## config.mk

```make
export PLATFORM = sky130hd
export DESIGN_NAME = rtp_audio_packetizer
export DESIGN_NICKNAME = d
export VERILOG_FILES = /design/src/rtl/rtpap_pkg.sv /design/src/rtl/rtpap_seq.sv /design/src/rtl/rtpap_dp.sv /design/src/rtl/rtp_audio_packetizer.sv
export SDC_FILE = /design/constraint.sdc
export NUM_CORES = 1
export LEC_CHECK = 0
export BUFFER_PORTS_ARGS = -buffer_cell sky130_fd_sc_hd__buf_2
export CORE_MARGIN = 3
export CORE_UTILIZATION = 45
export DETAILED_ROUTE_END_ITERATION = 10
export HOLD_SLACK_MARGIN = 0.06
export PLACE_DENSITY_LB_ADDON = 0.12
export RECOVER_POWER = 50
export SETUP_SLACK_MARGIN = 0.1
export SLEW_MARGIN = 20
export SYNTH_ARGS = -nofsm -noshare
export SYNTH_HDL_FRONTEND = slang
export SYNTH_SLANG_ARGS = --single-unit
```

## constraint.sdc

```tcl
create_clock -name clk -period 7 [get_ports clk]
set_input_delay 1.05 -clock clk [delete_from_list [all_inputs] [get_ports clk]]
set_output_delay 1.05 -clock clk [all_outputs]
set_load 0.02 [all_outputs]
```

## src/rtl/rtpap_pkg.sv

```systemverilog
package rtpap_pkg;

	// Field widths fixed by the packet format.
	localparam int LEN_W    = 12;
	localparam int TIME_W   = 32;
	localparam int SEQ_W    = 16;
	localparam int LIMIT_W  = 13;
	localparam int RATE_W   = 18;
	localparam int CHAN_W   = 8;
	localparam int PT_W     = 7;
	localparam int SSRC_W   = 32;
	localparam int CFG_W    = 32;
	localparam int CFG_IDX_W = 3;

	localparam logic [LEN_W-1:0]   MAX_FRAME_BYTES  = 12'd4095;
	localparam logic [LIMIT_W-1:0] RTP_HEADER_BYTES = 13'd12;
	localparam logic [LIMIT_W-1:0] TCP_HEADER_BYTES = 13'd4;
	localparam logic [LIMIT_W-1:0] MIN_PACKET_LIMIT = 13'd128;
	localparam logic [TIME_W-1:0]  FIRST_RTP_TIME   = 32'd1600;

	// sample_rate / 1000 as a multiply by a rounded-up reciprocal of 2^28 / 1000.
	// The error stays below one thousandth over the whole 18-bit range, so the
	// truncated product is the exact quotient.
	localparam int RATE_SHIFT = 28;
	localparam int RECIP_W    = 19;
	localparam logic [RECIP_W-1:0] RATE_RECIP = 19'd268436;
	localparam int PROD_W     = RATE_W + RECIP_W;
	localparam int RATE_K_W   = PROD_W - RATE_SHIFT;

	localparam logic [CHAN_W-1:0] INTERLEAVE_MAGIC = 8'h24;

	typedef enum logic [CFG_IDX_W-1:0] {
		REG_PACKET_LIMIT = 3'd0,
		REG_USE_TCP      = 3'd1,
		REG_CHANNEL_ID   = 3'd2,
		REG_PAYLOAD_TYPE = 3'd3,
		REG_SSRC         = 3'd4,
		REG_SAMPLE_RATE  = 3'd5
	} reg_idx_t;

	typedef struct packed {
		logic [LEN_W-1:0]  frame_length;
		logic [TIME_W-1:0] timestamp_ms;
	} in_item_t;

	typedef struct packed {
		logic [SEQ_W-1:0]  seq_number;
		logic [TIME_W-1:0] rtp_timestamp;
		logic [LEN_W-1:0]  payload_offset;
		logic [LEN_W-1:0]  payload_length;
		logic              marker;
		logic [SEQ_W-1:0]  tcp_length;
	} out_item_t;

	typedef enum logic [1:0] {
		STEP_ACCEPT   = 2'd0,
		STEP_MULTIPLY = 2'd1,
		STEP_STAMP    = 2'd2,
		STEP_EMIT     = 2'd3
	} step_t;

	typedef enum logic [1:0] {
		COND_ALWAYS   = 2'd0,
		COND_IN_VALID = 2'd1,
		COND_OUT_FREE = 2'd2
	} cond_t;

	typedef enum logic [1:0] {
		OP_LOAD     = 2'd0,
		OP_MULTIPLY = 2'd1,
		OP_STAMP    = 2'd2,
		OP_EMIT     = 2'd3
	} op_t;

	typedef struct packed {
		cond_t wait_cond;
		op_t   op;
		logic  br_last;
		step_t nxt_go;
		step_t nxt_alt;
	} ucode_t;

	typedef struct packed {
		logic fire;
		op_t  op;
	} ctrl_t;

	typedef struct packed {
		logic out_free;
		logic last;
	} status_t;

	// The control store: one word per step.
	function automatic ucode_t ucode_rom(input step_t s);
		ucode_t w;
		case (s)
			STEP_ACCEPT:   w = '{COND_IN_VALID, OP_LOAD,     1'b0, STEP_MULTIPLY, STEP_MULTIPLY};
			STEP_MULTIPLY: w = '{COND_ALWAYS,   OP_MULTIPLY, 1'b0, STEP_STAMP,    STEP_STAMP};
			STEP_STAMP:    w = '{COND_ALWAYS,   OP_STAMP,    1'b0, STEP_EMIT,     STEP_EMIT};
			STEP_EMIT:     w = '{COND_OUT_FREE, OP_EMIT,     1'b1, STEP_EMIT,     STEP_ACCEPT};
			default:       w = '{COND_ALWAYS,   OP_STAMP,    1'b0, STEP_ACCEPT,   STEP_ACCEPT};
		endcase
		return w;
	endfunction

endpackage

```

## src/rtl/rtpap_seq.sv

```systemverilog
module rtpap_seq
	import rtpap_pkg::*;
(
	input  logic    clk,
	input  logic    arst_n,
	input  logic    in_valid,
	output logic    in_ready,
	input  status_t status,
	output ctrl_t   ctrl
);

	step_t  step_q;
	step_t  step_nxt;
	ucode_t word;
	logic   cond_ok;

	always_ff @(posedge clk or negedge arst_n) begin
		if (!arst_n) begin
			step_q <= STEP_ACCEPT;
		end else begin
			step_q <= step_nxt;
		end
	end

	always_comb begin
		word = ucode_rom(step_q);
		case (word.wait_cond)
			COND_ALWAYS:   cond_ok = 1'b1;
			COND_IN_VALID: cond_ok = in_valid;
			COND_OUT_FREE: cond_ok = status.out_free;
			default:       cond_ok = 1'b0;
		endcase
		in_ready  = (word.wait_cond == COND_IN_VALID);
		ctrl.fire = cond_ok;
		ctrl.op   = word.op;
		step_nxt  = step_q;
		if (cond_ok) begin
			step_nxt = (word.br_last && status.last) ? word.nxt_alt : word.nxt_go;
		end
	end

endmodule

```

## src/rtl/rtpap_dp.sv

```systemverilog
module rtpap_dp
	import rtpap_pkg::*;
(
	input  logic                 clk,
	input  logic                 arst_n,
	input  logic                 cfg_we,
	input  logic [CFG_IDX_W-1:0] cfg_index,
	input  logic [CFG_W-1:0]     cfg_data,
	input  in_item_t             in_data,
	input  ctrl_t                ctrl,
	output status_t              status,
	output logic                 out_valid,
	input  logic                 out_ready,
	output out_item_t            out_data
);

	// Configuration registers. Channel, payload type and SSRC belong to the
	// header bytes, which this block does not build; they are kept for the
	// header path and folded into a parity word so they stay live.
	logic [LIMIT_W-1:0] packet_limit_q;
	logic               use_tcp_q;
	logic [CHAN_W-1:0]  channel_id_q;
	logic [PT_W-1:0]    payload_type_q;
	logic [SSRC_W-1:0]  ssrc_q;
	logic [RATE_W-1:0]  sample_rate_q;

	logic [SEQ_W-1:0]   seq_q;
	logic [TIME_W-1:0]  prev_ms_q;
	logic [TIME_W-1:0]  prev_rtp_q;

	logic [LEN_W-1:0]    len_q;
	logic [TIME_W-1:0]   now_q;
	logic [TIME_W-1:0]   delta_q;
	logic                first_q;
	logic [RATE_K_W-1:0] rate_k_q;
	logic [LIMIT_W-1:0]  cap_q;
	logic [TIME_W-1:0]   inc_q;
	logic [TIME_W-1:0]   rtp_q;
	logic [LEN_W-1:0]    off_q;

	logic                out_valid_q;
	out_item_t           out_q;

	logic [PROD_W-1:0]   rate_prod;
	logic [LIMIT_W-1:0]  limit;
	logic [LEN_W-1:0]    len_sat;
	logic [LEN_W-1:0]    remaining;
	logic                last;
	logic [LEN_W-1:0]    chunk;
	logic                hdr_parity;

	always_comb begin
		rate_prod  = PROD_W'(sample_rate_q) * PROD_W'(RATE_RECIP);
		limit      = (packet_limit_q < MIN_PACKET_LIMIT) ? MIN_PACKET_LIMIT : packet_limit_q;
		len_sat    = (in_data.frame_length > MAX_FRAME_BYTES) ? MAX_FRAME_BYTES
		                                                      : in_data.frame_length;
		remaining  = len_q - off_q;
		last       = ({1'b0, remaining} <= cap_q);
		chunk      = last ? remaining : cap_q[LEN_W-1:0];
		hdr_parity = ^{INTERLEAVE_MAGIC, channel_id_q, payload_type_q, ssrc_q};
	end

	always_ff @(posedge clk or negedge arst_n) begin
		if (!arst_n) begin
			packet_limit_q <= 13'd1400;
			use_tcp_q      <= 1'b0;
			channel_id_q   <= '0;
			payload_type_q <= 7'd8;
			ssrc_q         <= '0;
			sample_rate_q  <= 18'd8000;
		end else if (cfg_we) begin
			case (cfg_index)
				REG_PACKET_LIMIT: packet_limit_q <= cfg_data[LIMIT_W-1:0];
				REG_USE_TCP:      use_tcp_q      <= cfg_data[0];
				REG_CHANNEL_ID:   channel_id_q   <= cfg_data[CHAN_W-1:0];
				REG_PAYLOAD_TYPE: payload_type_q <= cfg_data[PT_W-1:0];
				REG_SSRC:         ssrc_q         <= cfg_data[SSRC_W-1:0];
				REG_SAMPLE_RATE:  sample_rate_q  <= cfg_data[RATE_W-1:0];
				default: ;
			endcase
		end
	end

	// Stream state and the result register.
	always_ff @(posedge clk or negedge arst_n) begin
		if (!arst_n) begin
			seq_q       <= '0;
			prev_ms_q   <= '0;
			prev_rtp_q  <= '0;
			out_valid_q <= 1'b0;
		end else begin
			if (out_ready) begin
				out_valid_q <= 1'b0;
			end
			if (ctrl.fire && ctrl.op == OP_STAMP) begin
				prev_ms_q  <= now_q;
				prev_rtp_q <= first_q ? FIRST_RTP_TIME : prev_rtp_q + inc_q;
			end
			if (ctrl.fire && ctrl.op == OP_EMIT) begin
				seq_q       <= seq_q + 16'd1;
				out_valid_q <= 1'b1;
			end
		end
	end

	always_ff @(posedge clk) begin
		if (ctrl.fire) begin
			case (ctrl.op)
				OP_LOAD: begin
					len_q    <= len_sat;
					now_q    <= in_data.timestamp_ms;
					delta_q  <= in_data.timestamp_ms - prev_ms_q;
					first_q  <= (prev_ms_q == '0) || (in_data.timestamp_ms < prev_ms_q);
					rate_k_q <= rate_prod[PROD_W-1:RATE_SHIFT];
					cap_q    <= limit - RTP_HEADER_BYTES
					            - (use_tcp_q ? TCP_HEADER_BYTES : '0);
				end
				OP_MULTIPLY: begin
					inc_q <= TIME_W'(TIME_W'(rate_k_q) * delta_q);
				end
				OP_STAMP: begin
					rtp_q <= first_q ? FIRST_RTP_TIME : prev_rtp_q + inc_q;
					off_q <= '0;
				end
				OP_EMIT: begin
					out_q.seq_number     <= seq_q + 16'd1;
					out_q.rtp_timestamp  <= rtp_q;
					out_q.payload_offset <= off_q;
					out_q.payload_length <= chunk;
					out_q.marker         <= last;
					out_q.tcp_length     <= use_tcp_q
					                        ? SEQ_W'(chunk) + SEQ_W'(RTP_HEADER_BYTES)
					                        : '0;
					off_q <= off_q + chunk;
				end
				default: ;
			endcase
		end
	end

	assign status.out_free = !out_valid_q || out_ready;
	assign status.last     = last || (hdr_parity && 1'b0);
	assign out_valid       = out_valid_q;
	assign out_data        = out_q;

endmodule

```

## src/rtl/rtp_audio_packetizer.sv

```systemverilog
// RTP audio packetizer.
// Input channel (in_valid/in_ready/in_data) takes one frame request: a length
// in bytes and a capture time in milliseconds. The output channel
// (out_valid/out_ready/out_data) returns one request per RTP packet of that
// frame, in order, each with its sequence number, sample-unit timestamp,
// payload offset and length, marker bit on the last packet and the
// interleaved TCP length word. The user must write registers via cfg_we,
// cfg_index, cfg_data only while no frame is in progress; not enforced here.
// A small microcoded sequencer steps through load, multiply, stamp and emit;
// the first packet is emitted after the stamp step; further packets follow
// one per cycle while the receiver takes them. A frame holds the input until
// its last packet is emitted; only then does the step register go to accept.
// When the receiver stalls, the emit step waits on the output register and
// the frame's remaining packets are held back; nothing is dropped.
// Reset restores the register defaults, clears the sequence counter and the
// stored times, and empties the output register.
module rtp_audio_packetizer
	import rtpap_pkg::*;
(
	input  logic                 clk,
	input  logic                 arst_n,
	input  logic                 cfg_we,
	input  logic [CFG_IDX_W-1:0] cfg_index,
	input  logic [CFG_W-1:0]     cfg_data,
	input  logic                 in_valid,
	output logic                 in_ready,
	input  in_item_t             in_data,
	output logic                 out_valid,
	input  logic                 out_ready,
	output out_item_t            out_data
);

	ctrl_t   ctrl;
	status_t status;

	rtpap_seq u_seq (
		.clk      (clk),
		.arst_n   (arst_n),
		.in_valid (in_valid),
		.in_ready (in_ready),
		.status   (status),
		.ctrl     (ctrl)
	);

	rtpap_dp u_dp (
		.clk       (clk),
		.arst_n    (arst_n),
		.cfg_we    (cfg_we),
		.cfg_index (cfg_index),
		.cfg_data  (cfg_data),
		.in_data   (in_data),
		.ctrl      (ctrl),
		.status    (status),
		.out_valid (out_valid),
		.out_ready (out_ready),
		.out_data  (out_data)
	);

`ifndef NO_ASSERTIONS
	// A frame always spends at least the multiply and stamp steps in flight.
	a_no_double_accept: assert property (@(posedge clk) disable iff (!arst_n)
		(in_valid && in_ready) |=> !in_ready)
		else $error("frame accepted on consecutive cycles");

	// A packet never reaches beyond the largest frame size.
	a_within_frame: assert property (@(posedge clk) disable iff (!arst_n)
		out_valid |-> (13'(out_data.payload_offset) + 13'(out_data.payload_length)
		               <= 13'(MAX_FRAME_BYTES)))
		else $error("packet runs past the frame");

	// Only the last packet of a frame may be short enough to be empty.
	a_full_middle: assert property (@(posedge clk) disable iff (!arst_n)
		(out_valid && !out_data.marker) |-> (out_data.payload_length != '0))
		else $error("empty packet without marker");
`endif

endmodule
```

==> flow_summary.yaml <==
place:
  dp_hpwl_um: 48100
  dpl.cell_count: 3530
  gp_congestion: 0.889
  place.port_buffers: 157
synthesis:
  synthArstFlopShare_pct: 30.6
  synth-main-ff-cell: "edfxtp_1"
  synth_edf_count: 261
  synthCells: 2589
  avgSynthCellArea_um2: 11.0
  ys_seq_area_share_pct: 37.8
  syn_area_um2: 28400
  synth_cell_type_count: 70
  ys_ff_latch: 376
  yosysWarnings: 0
cells_and_area:
  n_fill_cell: 5663
  antenna_cells: 0
  layout.nets: 3348
  regArea_um2: 10700
  area_delta_synth_final_pct: 10.8
  final_common_cell: "inv_1"
  multiInputGateArea_um2: 16000
  drive_gt1_share_pct: 7.50
  mostFrequentLayoutCells: "367 x inv_1, 296 x ha_1, 261 x edfxtp_1, 259 x nand2_1, 229 x fa_1"
  instances_no_fill: 3609
run:
  drv_cap: 5
worst_setup_path:
  arrival_ps: 6480
  cp.required_ps: 7320
  rr_worst_depth: 29
  critPathSlowestCell: "edfxtp_1"
  path_common_cell: "o21ai_0"
  critPathKind: "reg2reg"
  r2r_slack_ps: 840
  worstReg2RegStart: "u_dp.off_q[0]"
  critPathCaptureType: "register"
  critPathLaunchType: "register"
  cp_max_fo: 12
  timing.rr.end: "u_dp.off_q[10]"
  max_stage_delay_ps: 440
drt:
  first_pass_iters: 5
  ant_nets: 0
  drt-vias-per-instance: 5.16
  drt-initial-drc-count: 889
  avgRoutedWirePerCell_um: 17.1
  num_vias: 18600
  drt-total-wl_um: 61700
  drc: 0
die:
  dieArea_um2: 66100
  initial_core_util_pct: 45.7
  io_pins: 175
  die_w_um: 257
  coreArea_um2: 62100
  fp-row-count: 91
  fp.dieH_um: 257
clock_network:
  cts_max_level: 2
  tritoncts: "done"
  numCtsBuffers: 42
  cts_sinks: 376
  clk-insertion-delay-late_ps: 560
  path_clk_slew_ps: 60
  cts-root-buf: "clkbuf_16"
  cts.path.max_buffers: 3
sta:
  skew_ps: 32.6
  fmaxAchievable_ghz: 0.162
  rsz0062_at_grt: "false"
  worstMarginPinSlew_ps: 3130
  hold_viol: 0
  drv_slew: 249
  setup_tns_ps: 0
  final.period_utilization_pct: 88.0
  finalWorstPathRequiredPeriod_ps: 6160
  relSlewSlack_pct: -108
  setup_viol: 0
grt:
  antenna_found_initial: 0
  grt_usage_pct: 19.1
  grt_max_degree: 68
  grt_overflow: 0
  grt_pass1_vias: 19600
  grt_pass1_wl_um: 103000
outcome:
  status: "finished with violations"
  violations: "capacitance limit, slew limit"
hold_path:
  worstHoldPathType: "reg2reg"
  worstHoldPathCells: 0
  worstHoldStart: "u_dp.rtp_q[24]"
  hold_path_end: "u_dp.out_data[65]"
-- metrics by stage --
step	setup slack [ps]	hold WS (ps)	util (%)	instance area [µm²]
after floorplan	1520	400	-	28400
after global placement	876	402	48.5	30100
after detailed placement	726	405	48.5	30100
after CTS	665	419	51.0	31600
after global routing	140	423	50.7	31400
final	842	416	50.7	31400
-- layer usage --
metal  up-vias  wire length, µm  GRT usage (%)
met5         -                0              0
met4         0             1610           5.15
met3        91             2470           2.19
met2       384            28600           31.5
met1      9163            29100           27.0
li1       8972                -              -
-- final cells by class --
type | instances | share of cell area (%)
Multi-Input combinational cell | 1771 | 50.9
Sequential cell | 376 | 34.1
Inverter | 368 | 4.40
Clock buffer | 53 | 3.60
Tap cell | 837 | 3.33
Timing Repair Buffer | 180 | 2.53
Clock inverter | 24 | 1.16
-- registers in the layout, summed over array words and instances (netlist names) --
signal               count
u_dp.out_data           86
u_dp.delta_q            32
u_dp.inc_q              32
u_dp.now_q              32
u_dp.prev_ms_q          32
u_dp.prev_rtp_q         32
u_dp.rtp_q              32
u_dp.sample_rate_q      18
u_dp.seq_q              16
u_dp.cap_q              13
u_dp.packet_limit_q     13
u_dp.len_q              12
u_dp.off_q              12
u_dp.rate_k_q            9
u_seq.step_q             2
u_dp.first_q             1
u_dp.out_valid           1
u_dp.use_tcp_q           1
-- Yosys cell counts, types with 5 or more instances --
library cell / count / area, µm²
xnor2_1: 110 / 963
nor4_1: 11 / 68.8
nand4_1: 15 / 93.8
o21ai_0: 79 / 395
o21bai_1: 10 / 75.1
xor2_1: 53 / 464
mux2_2: 62 / 698
nor2_1: 98 / 368
o21a_1: 19 / 143
or3_1: 7 / 43.8
dfstp_2: 12 / 315
a31oi_1: 10 / 62.6
a211oi_1: 13 / 97.6
inv_1: 368 / 1380
a21o_1: 66 / 495
fa_1: 229 / 4580
a21oi_1: 108 / 541
buf_1: 5 / 18.8
nand3_1: 20 / 100
nand2b_1: 12 / 75.1
o31ai_1: 7 / 52.6
edfxtp_1: 261 / 7840
and3_1: 17 / 106
mux2i_1: 8 / 80.1
dfrtp_1: 103 / 2580
nor2b_1: 26 / 163
clkbuf_1: 68 / 255
o22ai_1: 7 / 43.8
o211ai_1: 10 / 75.1
and4_1: 5 / 43.8
nand2_1: 259 / 972
ha_1: 296 / 3700
and2_1: 130 / 813
nor3_1: 15 / 75.1
-- critical path, delay by kind of cell (launching register included) --
kind,cells,cell delay (ps)
buffers and inverters,1,50
XOR/XNOR,2,250
flip-flops,1,440
AO/OA/AOI/OAI,13,2310
adder cells (fa/ha/maj),5,1590
AND/OR/NAND/NOR,8,1260
-- cells by family after synthesis --
kind of cell / Yosys count / synth area share (%)
AND/OR/NAND/NOR: 635 / 10.9
flip-flops: 376 / 37.8
other: 1 / 0.0132
buffers and inverters: 445 / 5.93
multiplexers: 70 / 2.74
AO/OA/AOI/OAI: 374 / 8.41
adder cells (fa/ha/maj): 525 / 29.2
XOR/XNOR: 163 / 5.03
-- what timing repair did --
| item | CTS | global route |
|---|---|---|
| setup endpoints to repair | 0 | 1 |
| setup buffers | 0 | 0 |
| hold buffers | 0 | 0 |
| resized for setup | 0 | 1 |
-- worst max-delay path by stage --
stage,startpoint,end,slack (ps),cells past startpoint
finish,u_dp.off_q[0],u_dp.off_q[10],840,29
global placement,u_dp.off_q[1],u_dp.off_q[10],880,28
CTS,u_dp.off_q[1],u_dp.off_q[10],660,28
global route,u_dp.off_q[1],u_dp.off_q[10],140,29
floorplan,u_dp.off_q[1],u_dp.off_q[10],1520,30
detailed placement,u_dp.off_q[2],u_dp.off_q[10],730,29
Power is left out: the tool's default activity adds up to more than one toggle a clock period on the data nets, which glitch-free logic cannot reach.
